==> config.mk <==
export PLATFORM = sky130hd
export DESIGN_NAME = preamble_length_deframer
export DESIGN_NICKNAME = d
export VERILOG_FILES = /design/src/plf_pkg.sv /design/src/preamble_length_deframer.sv /design/src/plf_step.sv
export SDC_FILE = /design/constraint.sdc
export NUM_CORES = 1
export LEC_CHECK = 0
export BUFFER_PORTS_ARGS = -buffer_cell sky130_fd_sc_hd__clkbuf_2
export CAP_MARGIN = 15
export CORE_AREA = 2 2 109 154
export DETAILED_ROUTE_END_ITERATION = 7
export DIE_AREA = 0 0 111 156
export GPL_TIMING_DRIVEN = 0
export PLACE_DENSITY_LB_ADDON = 0.1
export SLEW_MARGIN = 20
export SYNTH_ARGS = -nofsm -noshare
export SYNTH_HDL_FRONTEND = slang
export SYNTH_SLANG_ARGS = --single-unit
==> constraint.sdc <==
create_clock -name clk -period 7.53 [get_ports clk]
set_clock_uncertainty 0.05 [all_clocks]
set_input_delay 1.506 -clock clk [delete_from_list [all_inputs] [get_ports clk]]
set_output_delay 1.506 -clock clk [all_outputs]
set_load 0.005 [all_outputs]
==> src/plf_pkg.sv <==
// Shared types and constants of the preamble length deframer.
`default_nettype none

package plf_pkg;

	localparam int unsigned SYNC_LEN = 16;
	localparam int unsigned LIMIT_W = 21;
	localparam int unsigned LEN_W = 32;

	localparam logic [7:0] SYNC_PATTERN [SYNC_LEN] = '{
		8'h50, 8'h49, 8'h4E, 8'h47, 8'h27, 8'h2B, 8'h3A, 8'hD8,
		8'h74, 8'h2A, 8'h1C, 8'h33, 8'hE9, 8'hB0, 8'h73, 8'hB1
	};

	localparam logic [LIMIT_W-1:0] SEARCH_LIMIT_RESET = 21'd65552;

	typedef enum logic [1:0] {
		KIND_PAYLOAD = 2'd0,
		KIND_HEADER  = 2'd1,
		KIND_TIMEOUT = 2'd2,
		KIND_EMPTY   = 2'd3
	} kind_t;

	typedef struct packed {
		kind_t              kind;
		logic [7:0]         out_byte;
		logic [LIMIT_W-1:0] skipped;
		logic               last;
	} result_t;

endpackage

`default_nettype wire

==> src/preamble_length_deframer.sv <==
// An accepted byte waits in the input register; its result, if any, goes to the
// result register. One byte per cycle is taken unless out_stall holds both
// registers full; they decouple the sides, so a byte is taken while a result waits.
// Reset (arst_n low) returns to hunting with all counters cleared and the
// search limit at 65552; no result is held after reset.
`default_nettype none

module preamble_length_deframer (
	input  wire                          clk,
	input  wire                          arst_n,
	input  wire                          cfg_wr_en,
	input  wire  [plf_pkg::LIMIT_W-1:0]  cfg_wr_data,
	input  wire                          in_valid,
	output logic                         in_stall,
	input  wire  [7:0]                   in_byte,
	output logic                         out_valid,
	input  wire                          out_stall,
	output logic [1:0]                   kind,
	output logic [7:0]                   out_byte,
	output logic [plf_pkg::LIMIT_W-1:0]  skipped,
	output logic                         last
);

	logic [plf_pkg::LIMIT_W-1:0] search_limit_q;
	logic                        valid_s1;
	logic [7:0]                  byte_s1;
	logic                        valid_s2;
	plf_pkg::result_t            res_s2;

	logic                        advance;
	logic                        step_valid;
	plf_pkg::result_t            step_res;

	// The held byte is processed once the result register is free or being emptied.
	assign advance  = valid_s1 && (!valid_s2 || !out_stall);
	assign in_stall = valid_s1 && !advance;

	plf_step u_step (
		.clk          (clk),
		.arst_n       (arst_n),
		.fire         (advance),
		.data         (byte_s1),
		.search_limit (search_limit_q),
		.res_valid    (step_valid),
		.res          (step_res)
	);

	always_ff @(posedge clk or negedge arst_n) begin
		if (!arst_n) begin
			search_limit_q <= plf_pkg::SEARCH_LIMIT_RESET;
		end else if (cfg_wr_en) begin
			search_limit_q <= cfg_wr_data;
		end
	end

	always_ff @(posedge clk or negedge arst_n) begin
		if (!arst_n) begin
			valid_s1 <= 1'b0;
		end else if (in_valid && !in_stall) begin
			valid_s1 <= 1'b1;
		end else if (advance) begin
			valid_s1 <= 1'b0;
		end
	end

	always_ff @(posedge clk) begin
		if (in_valid && !in_stall) begin
			byte_s1 <= in_byte;
		end
	end

	always_ff @(posedge clk or negedge arst_n) begin
		if (!arst_n) begin
			valid_s2 <= 1'b0;
		end else if (advance && step_valid) begin
			valid_s2 <= 1'b1;
		end else if (!out_stall) begin
			valid_s2 <= 1'b0;
		end
	end

	always_ff @(posedge clk) begin
		if (advance && step_valid) begin
			res_s2 <= step_res;
		end
	end

	assign out_valid = valid_s2;
	assign kind      = res_s2.kind;
	assign out_byte  = res_s2.out_byte;
	assign skipped   = res_s2.skipped;
	assign last      = res_s2.last;

`ifndef ASSERT_OFF
	a_no_result_from_nothing: assert property (@(posedge clk) disable iff (!arst_n)
		!valid_s1 && !valid_s2 |=> !out_valid)
		else $error("result appeared without a byte being processed");

	a_skip_only_on_header: assert property (@(posedge clk) disable iff (!arst_n)
		out_valid && kind != plf_pkg::KIND_HEADER |-> skipped == '0)
		else $error("skip count set on a result that is not a header");

	a_byte_only_on_payload: assert property (@(posedge clk) disable iff (!arst_n)
		out_valid && kind != plf_pkg::KIND_PAYLOAD |-> out_byte == '0 && !last)
		else $error("payload fields set on a result that is not payload");

	a_stall_needs_held_byte: assert property (@(posedge clk) disable iff (!arst_n)
		in_stall |-> valid_s1 && valid_s2 && out_stall)
		else $error("input stalled without a full pipeline");
`endif

endmodule

`default_nettype wire

==> src/plf_step.sv <==
// Deframer state registers and the per-byte update logic.
`default_nettype none

module plf_step (
	input  wire                           clk,
	input  wire                           arst_n,
	input  wire                           fire,
	input  wire  [7:0]                    data,
	input  wire  [plf_pkg::LIMIT_W-1:0]   search_limit,
	output logic                          res_valid,
	output plf_pkg::result_t              res
);

	typedef enum logic [1:0] {
		PH_HUNT    = 2'd0,
		PH_LENGTH  = 2'd1,
		PH_PAYLOAD = 2'd2
	} phase_t;

	phase_t                        phase_q, phase_n;
	logic [3:0]                    pos_q, pos_n;
	logic [plf_pkg::LIMIT_W-1:0]   count_q, count_n;
	logic [plf_pkg::LEN_W-1:0]     len_q, len_n;
	logic [1:0]                    seen_q, seen_n;
	logic [plf_pkg::LEN_W-1:0]     remain_q, remain_n;

	logic [plf_pkg::LEN_W-1:0]     len_merged;
	logic [plf_pkg::LEN_W-1:0]     remain_dec;
	logic [plf_pkg::LIMIT_W-1:0]   count_inc;
	logic                          hit;

	always_comb begin
		len_merged = len_q | ({24'd0, data} << {seen_q, 3'b000});
		remain_dec = remain_q - 32'd1;
		count_inc  = count_q + 21'd1;
		hit        = (data == plf_pkg::SYNC_PATTERN[pos_q]);

		phase_n   = phase_q;
		pos_n     = pos_q;
		count_n   = count_q;
		len_n     = len_q;
		seen_n    = seen_q;
		remain_n  = remain_q;
		res_valid = 1'b0;
		res       = '0;

		case (phase_q)
			PH_LENGTH: begin
				seen_n = seen_q + 2'd1;
				len_n  = len_merged;
				if (seen_q == 2'd3) begin
					len_n  = '0;
					seen_n = '0;
					if (len_merged == '0) begin
						phase_n   = PH_HUNT;
						pos_n     = '0;
						count_n   = '0;
						res_valid = 1'b1;
						res.kind  = plf_pkg::KIND_EMPTY;
					end else begin
						remain_n = len_merged;
						phase_n  = PH_PAYLOAD;
					end
				end
			end
			PH_PAYLOAD: begin
				remain_n     = remain_dec;
				res_valid    = 1'b1;
				res.kind     = plf_pkg::KIND_PAYLOAD;
				res.out_byte = data;
				res.last     = (remain_dec == '0);
				if (remain_dec == '0) begin
					phase_n = PH_HUNT;
					pos_n   = '0;
					count_n = '0;
					len_n   = '0;
					seen_n  = '0;
				end
			end
			default: begin
				// Hunting; a mismatching byte is not retried as a first byte.
				if (hit && pos_q == 4'd15) begin
					phase_n     = PH_LENGTH;
					pos_n       = '0;
					count_n     = '0;
					len_n       = '0;
					seen_n      = '0;
					res_valid   = 1'b1;
					res.kind    = plf_pkg::KIND_HEADER;
					res.skipped = (count_inc >= 21'd16) ? count_inc - 21'd16 : '0;
				end else begin
					pos_n   = hit ? pos_q + 4'd1 : 4'd0;
					count_n = count_inc;
					if (count_inc >= search_limit) begin
						phase_n   = PH_HUNT;
						pos_n     = '0;
						count_n   = '0;
						len_n     = '0;
						seen_n    = '0;
						res_valid = 1'b1;
						res.kind  = plf_pkg::KIND_TIMEOUT;
					end
				end
			end
		endcase
	end

	always_ff @(posedge clk or negedge arst_n) begin
		if (!arst_n) begin
			phase_q  <= PH_HUNT;
			pos_q    <= '0;
			count_q  <= '0;
			len_q    <= '0;
			seen_q   <= '0;
			remain_q <= '0;
		end else if (fire) begin
			phase_q  <= phase_n;
			pos_q    <= pos_n;
			count_q  <= count_n;
			len_q    <= len_n;
			seen_q   <= seen_n;
			remain_q <= remain_n;
		end
	end

endmodule

`default_nettype wire
==> impl_summary.txt <==
----------------------------------------------------
[Critical path]
  WS Path Type ... register to register
  Worst endpoint data arrival time ... 5.19 ns
  Cell with the largest stage delay on the worst path ... sky130_fd_sc_hd__nor4_1
  Sort of element at the end of the critical path ... register
  Start point of the critical path ... u_step.count_q[0]
  Delay contributed by the slowest stage of the critical path ... 0.73 ns
  Critical path buffer and inverter count ... 4
  Worst path top cell family by delay ... simple AND/OR/NAND/NOR gates
  Endpoint required time on the critical path ... 7.61 ns
  Ordered list of cells on the worst path ... ha_1 > nand4_1 > nor4_1 > nand2_1 > xor2_1 > inv_1 > ha_1 > and4_1 > and3_1 > nand4_1 > o2bb2ai_1 > and4_1 > buf_2 > nor3_2 > buf_4 > buf_4
  Crit start category ... register
  Startpoint of the worst-slack reg-to-reg timing path ... u_step.count_q[0]
  Biggest fanout along the worst timing path ... 10

[Yosys]
  Yosys warns ... 0
  Cell count after synthesis ... 1028
  Area share of the largest cell type after synthesis ... 0.3034
  Syn nets ... 1097
  Proportion of synthesized chip area in sequential cells ... 0.4367
  Synthesized flop and latch total ... 156
  Syn Area/Cell ... 9.147 um^2
  Top area cells in the synthesized netlist ... sky130_fd_sc_hd__dfrtp_1 (30%), sky130_fd_sc_hd__edfxtp_1 (13%), sky130_fd_sc_hd__ha_1 (4.7%)
  Unique cell type count in the Yosys netlist ... 77
  Library cell occupying the most area in the post-synthesis netlist ... sky130_fd_sc_hd__dfrtp_1
  Ys flop type ... sky130_fd_sc_hd__dfrtp_1
  Number of enable-type register cells in the synthesized netlist ... 40
  Share of flip-flops with an asynchronous set or reset ... 0.7436
  Total standard cell area after synthesis ... 9403 um^2

[Drt]
  Routed len/inst ... 18.97 um
  Remaining antenna violation count ... 0
  DR pass1 iterations ... 5
  Drc violations ... 0
  Vias after detailed routing ... 8039
  Routed Wire Length ... 25250 um
  Via density per instance ... 6.040
  Initial drt markers ... 531

[STA]
  Setup repair after global routing missed its margin ... false
  Slew @ Worst Pin ... 0.9596 ns
  Fin Setup TNS ... 0 ns
  Time the final worst path needs with I/O delays and setup ... 5.111 ns
  Slew Limit Headroom ... 0.3554
  Max Freq ... 0.1957 GHz
  Final count of negative-setup-slack endpoints ... 0
  Tcrit/Tclk final ... 0.6787
  Max-slew violation count ... 0
  Hold violation count in the final report ... 0

[Clock tree]
  Root buffer selected by CTS ... sky130_fd_sc_hd__clkbuf_16
  TritonCTS clock tree ... yes
  Maximum number of buffers from clock root to sink ... 2
  TritonCTS buffer count ... 17
  Number of levels in the clock H-tree ... 4
  Postcts setup bufs ... 0
  Worst-path clk slew ... 0.07 ns
  Quantity of hold-fixing buffers added after cts ... 0
  Latest clock arrival within the worst-skew pair ... 0.43 ns
  Post-cts gate resize count ... 0
  Number of sinks on the clock net ... 156

[Floorplan]
  Die Wd ... 111 um
  Height of the chip ... 156 um
  Initial Util ... 0.5915
  Std cell rows ... 55
  Die footprint ... 17320 um^2
  Core Area ... 15900 um^2
  Num ports ... 68

[Worst hold path]
  Startpoint of the most critical hold path ... search_limit_q[4]
  Type of the tightest min-delay check ... register to register

[Place]
  Area post-placement ... 10060 um^2
  Placer congestion estimate ... 0.9135
  Post-placement cell count ... 1299
  Quantity of I/O buffers inserted on ports ... 67
  Post-DP HPWL ... 19020 um

[Run status]
  Result of the run ... finished, final reports clean

[Run]
  Number of max-capacitance violations reported ... 0

[Global route]
  Initial antenna violation count ... 0
  Maximum number of pins on one net before global-route repair ... 75
  First-pass GRT wire length ... 39980 um
  GRT Resource Usage Total ... 0.2940
  Vias in the first global route ... 7999
  Remaining Overflow, GRT ... 0

[Power and ir drop]
  Clock network power share ... 0.221
  Power per standard cell area ... 359.9 nW/um^2
  Sequential cell fraction of total power ... 0.331
  Net Sw Power ... 1.623 mW
  Fraction of power spent switching nets ... 0.4239
  Int Power ... 2.205 mW
  Power, Total ... 3.828 mW
  Worst vdd ir ... 186.0 uV
  Power share of the combinational group ... 0.448
  Static leakage power ... 4.882 nW

[Cells and area]
  Final std cell area, no fill ... 10640 um^2
  Diodes inserted ... 0
  Fraction of layout cells with a size suffix above 1 ... 0.1519
  Fill count ... 1339
  Number of cells in the finished layout apart from fillers ... 1331
  Net count reported at finish ... 1188
  Growth of design area from synthesis to finish ... 13.13%

----------------------------------------------------
==> path summary, 6_finish.rpt <==
kind / to / slack (ns) / cells past startpoint
max: skipped[17] / 2.42 / 16
min: search_limit_q[4] / 0.47 / 2
max reg2reg: skipped[17] / 2.42 / 16
min reg2reg: search_limit_q[4] / 0.47 / 2
max in group asynchronous: search_limit_q[16] / 5.74 / 2
min in group asynchronous: u_step.remain_q[20] / 0.95 / 1
==> cell type report <==
type	count	area, um^2	area share
multi-input cells	740	4743	0.4459
well taps	199	249.0	0.02341
clock inverters	13	142.6	0.01341
plain buffers	63	299.0	0.02811
repair buffers	72	405.4	0.03811
clock buffers	19	432.9	0.04070
flip-flops and latches	156	4106	0.3860
inverters	69	259.0	0.02435
==> Yosys cell counts, types with 16 or more instances <==
cell type and n:
sky130_fd_sc_hd__o21ai_0 70, sky130_fd_sc_hd__edfxtp_1 40, sky130_fd_sc_hd__buf_2 17, sky130_fd_sc_hd__nand3_1 42, sky130_fd_sc_hd__a21o_1 16, sky130_fd_sc_hd__and2_1 18
sky130_fd_sc_hd__a21oi_1 54, sky130_fd_sc_hd__nor3_1 25, sky130_fd_sc_hd__inv_1 68, sky130_fd_sc_hd__clkbuf_1 34, sky130_fd_sc_hd__o22ai_1 22, sky130_fd_sc_hd__mux2_2 17
sky130_fd_sc_hd__nand4_1 19, sky130_fd_sc_hd__mux2i_1 17, sky130_fd_sc_hd__dfrtp_1 114, sky130_fd_sc_hd__xnor2_1 29, sky130_fd_sc_hd__nor2_1 89, sky130_fd_sc_hd__ha_1 35
sky130_fd_sc_hd__nand2_1 99
==> state kept, by name, indices dropped and copies added (netlist names) <==
signal / flops
u_step.len_q: 32
u_step.remain_q: 32
search_limit_q: 21
skipped: 21
u_step.count_q: 21
byte_s1: 8
out_byte: 8
u_step.pos_q: 4
kind: 2
u_step.phase_q: 2
u_step.seen_q: 2
last: 1
out_valid: 1
valid_s1: 1
==> logic make-up (layout without fill, tap and decap cells) <==
kind of cell    count (synthesis)  in the layout  share of synthesized area
compound gates                248            248                     0.1686
xor+xnor                       41             41                    0.03819
fa+ha+maj                      35             35                    0.04657
buf+inv                       132            236                    0.05935
flops                         156            156                     0.4367
mux                            37             37                    0.04444
simple gates                  379            379                     0.2061
==> layout by cell type, fill, tap and decap left out, types with 6 or more instances in the layout <==
cell                        instances
sky130_fd_sc_hd__buf_4              7
sky130_fd_sc_hd__nor2b_1            6
sky130_fd_sc_hd__dfrtp_1          114
sky130_fd_sc_hd__o22ai_1           22
sky130_fd_sc_hd__and2_1            18
sky130_fd_sc_hd__mux2_2            17
sky130_fd_sc_hd__nand3_1           42
sky130_fd_sc_hd__nand2b_1           9
sky130_fd_sc_hd__nor2_1            89
sky130_fd_sc_hd__mux2i_1           17
sky130_fd_sc_hd__or3_1              8
sky130_fd_sc_hd__and3_1             7
sky130_fd_sc_hd__nor3_1            24
sky130_fd_sc_hd__a21oi_1           54
sky130_fd_sc_hd__inv_1             68
sky130_fd_sc_hd__clkbuf_16         17
sky130_fd_sc_hd__a21o_1            16
sky130_fd_sc_hd__buf_2             17
sky130_fd_sc_hd__a41o_1             6
sky130_fd_sc_hd__edfxtp_1          40
sky130_fd_sc_hd__xor2_1            12
sky130_fd_sc_hd__nand2_1           99
sky130_fd_sc_hd__o21ai_1            9
sky130_fd_sc_hd__nor4_1            13
sky130_fd_sc_hd__clkbuf_1          36
sky130_fd_sc_hd__o21ai_0           70
sky130_fd_sc_hd__ha_1              35
sky130_fd_sc_hd__xnor2_1           29
sky130_fd_sc_hd__a21boi_0           7
sky130_fd_sc_hd__clkbuf_2          69
sky130_fd_sc_hd__nand4_1           19
sky130_fd_sc_hd__o31ai_1            7
sky130_fd_sc_hd__and4_1             9
==> stage by stage <==
| step | worst slack, ns | hold slack [ns] | utilization |
|---|---|---|---|
| finish | 2.419 | 0.4670 | 0.6692 |
| global route | 2.125 | 0.4862 | 0.6692 |
| CTS | 2.474 | 0.4736 | 0.6692 |
| detailed placement | 2.534 | 0.4596 | 0.6330 |
| global placement | -0.7274 | 0.4447 | 0.6283 |
| floorplan | 1.733 | 0.4264 | - |
==> power by group through the flow <==
stage / sequential, mW / clock (mW) / combinational [mW]
after floorplan: 1.24 / 0 / 1.20
after global placement: 1.28 / 0 / 1.64
after detailed placement: 1.27 / 0 / 1.69
after CTS: 1.26 / 0.854 / 1.71
after global routing: 1.29 / 0.890 / 1.88
final: 1.27 / 0.847 / 1.71
==> layer usage <==
layer / vias to the layer above / routed length [um] / global-route usage
met4: 0 / 1354 / 0.1780
li1: 3874 / - / -
met5: - / 0 / 0
met1: 3836 / 9499 / 0.3097
met3: 83 / 911 / 0.04701
met2: 246 / 13480 / 0.5483
==> worst min-delay path, delay by kind of cell, from the launching register on <==
family | cells | cell delay (ns)
AO/OA/AOI/OAI | 1 | 0.09
flip-flops | 1 | 0.36
buffers and inverters | 1 | 0.06
Power figures use the tool's default switching activity.
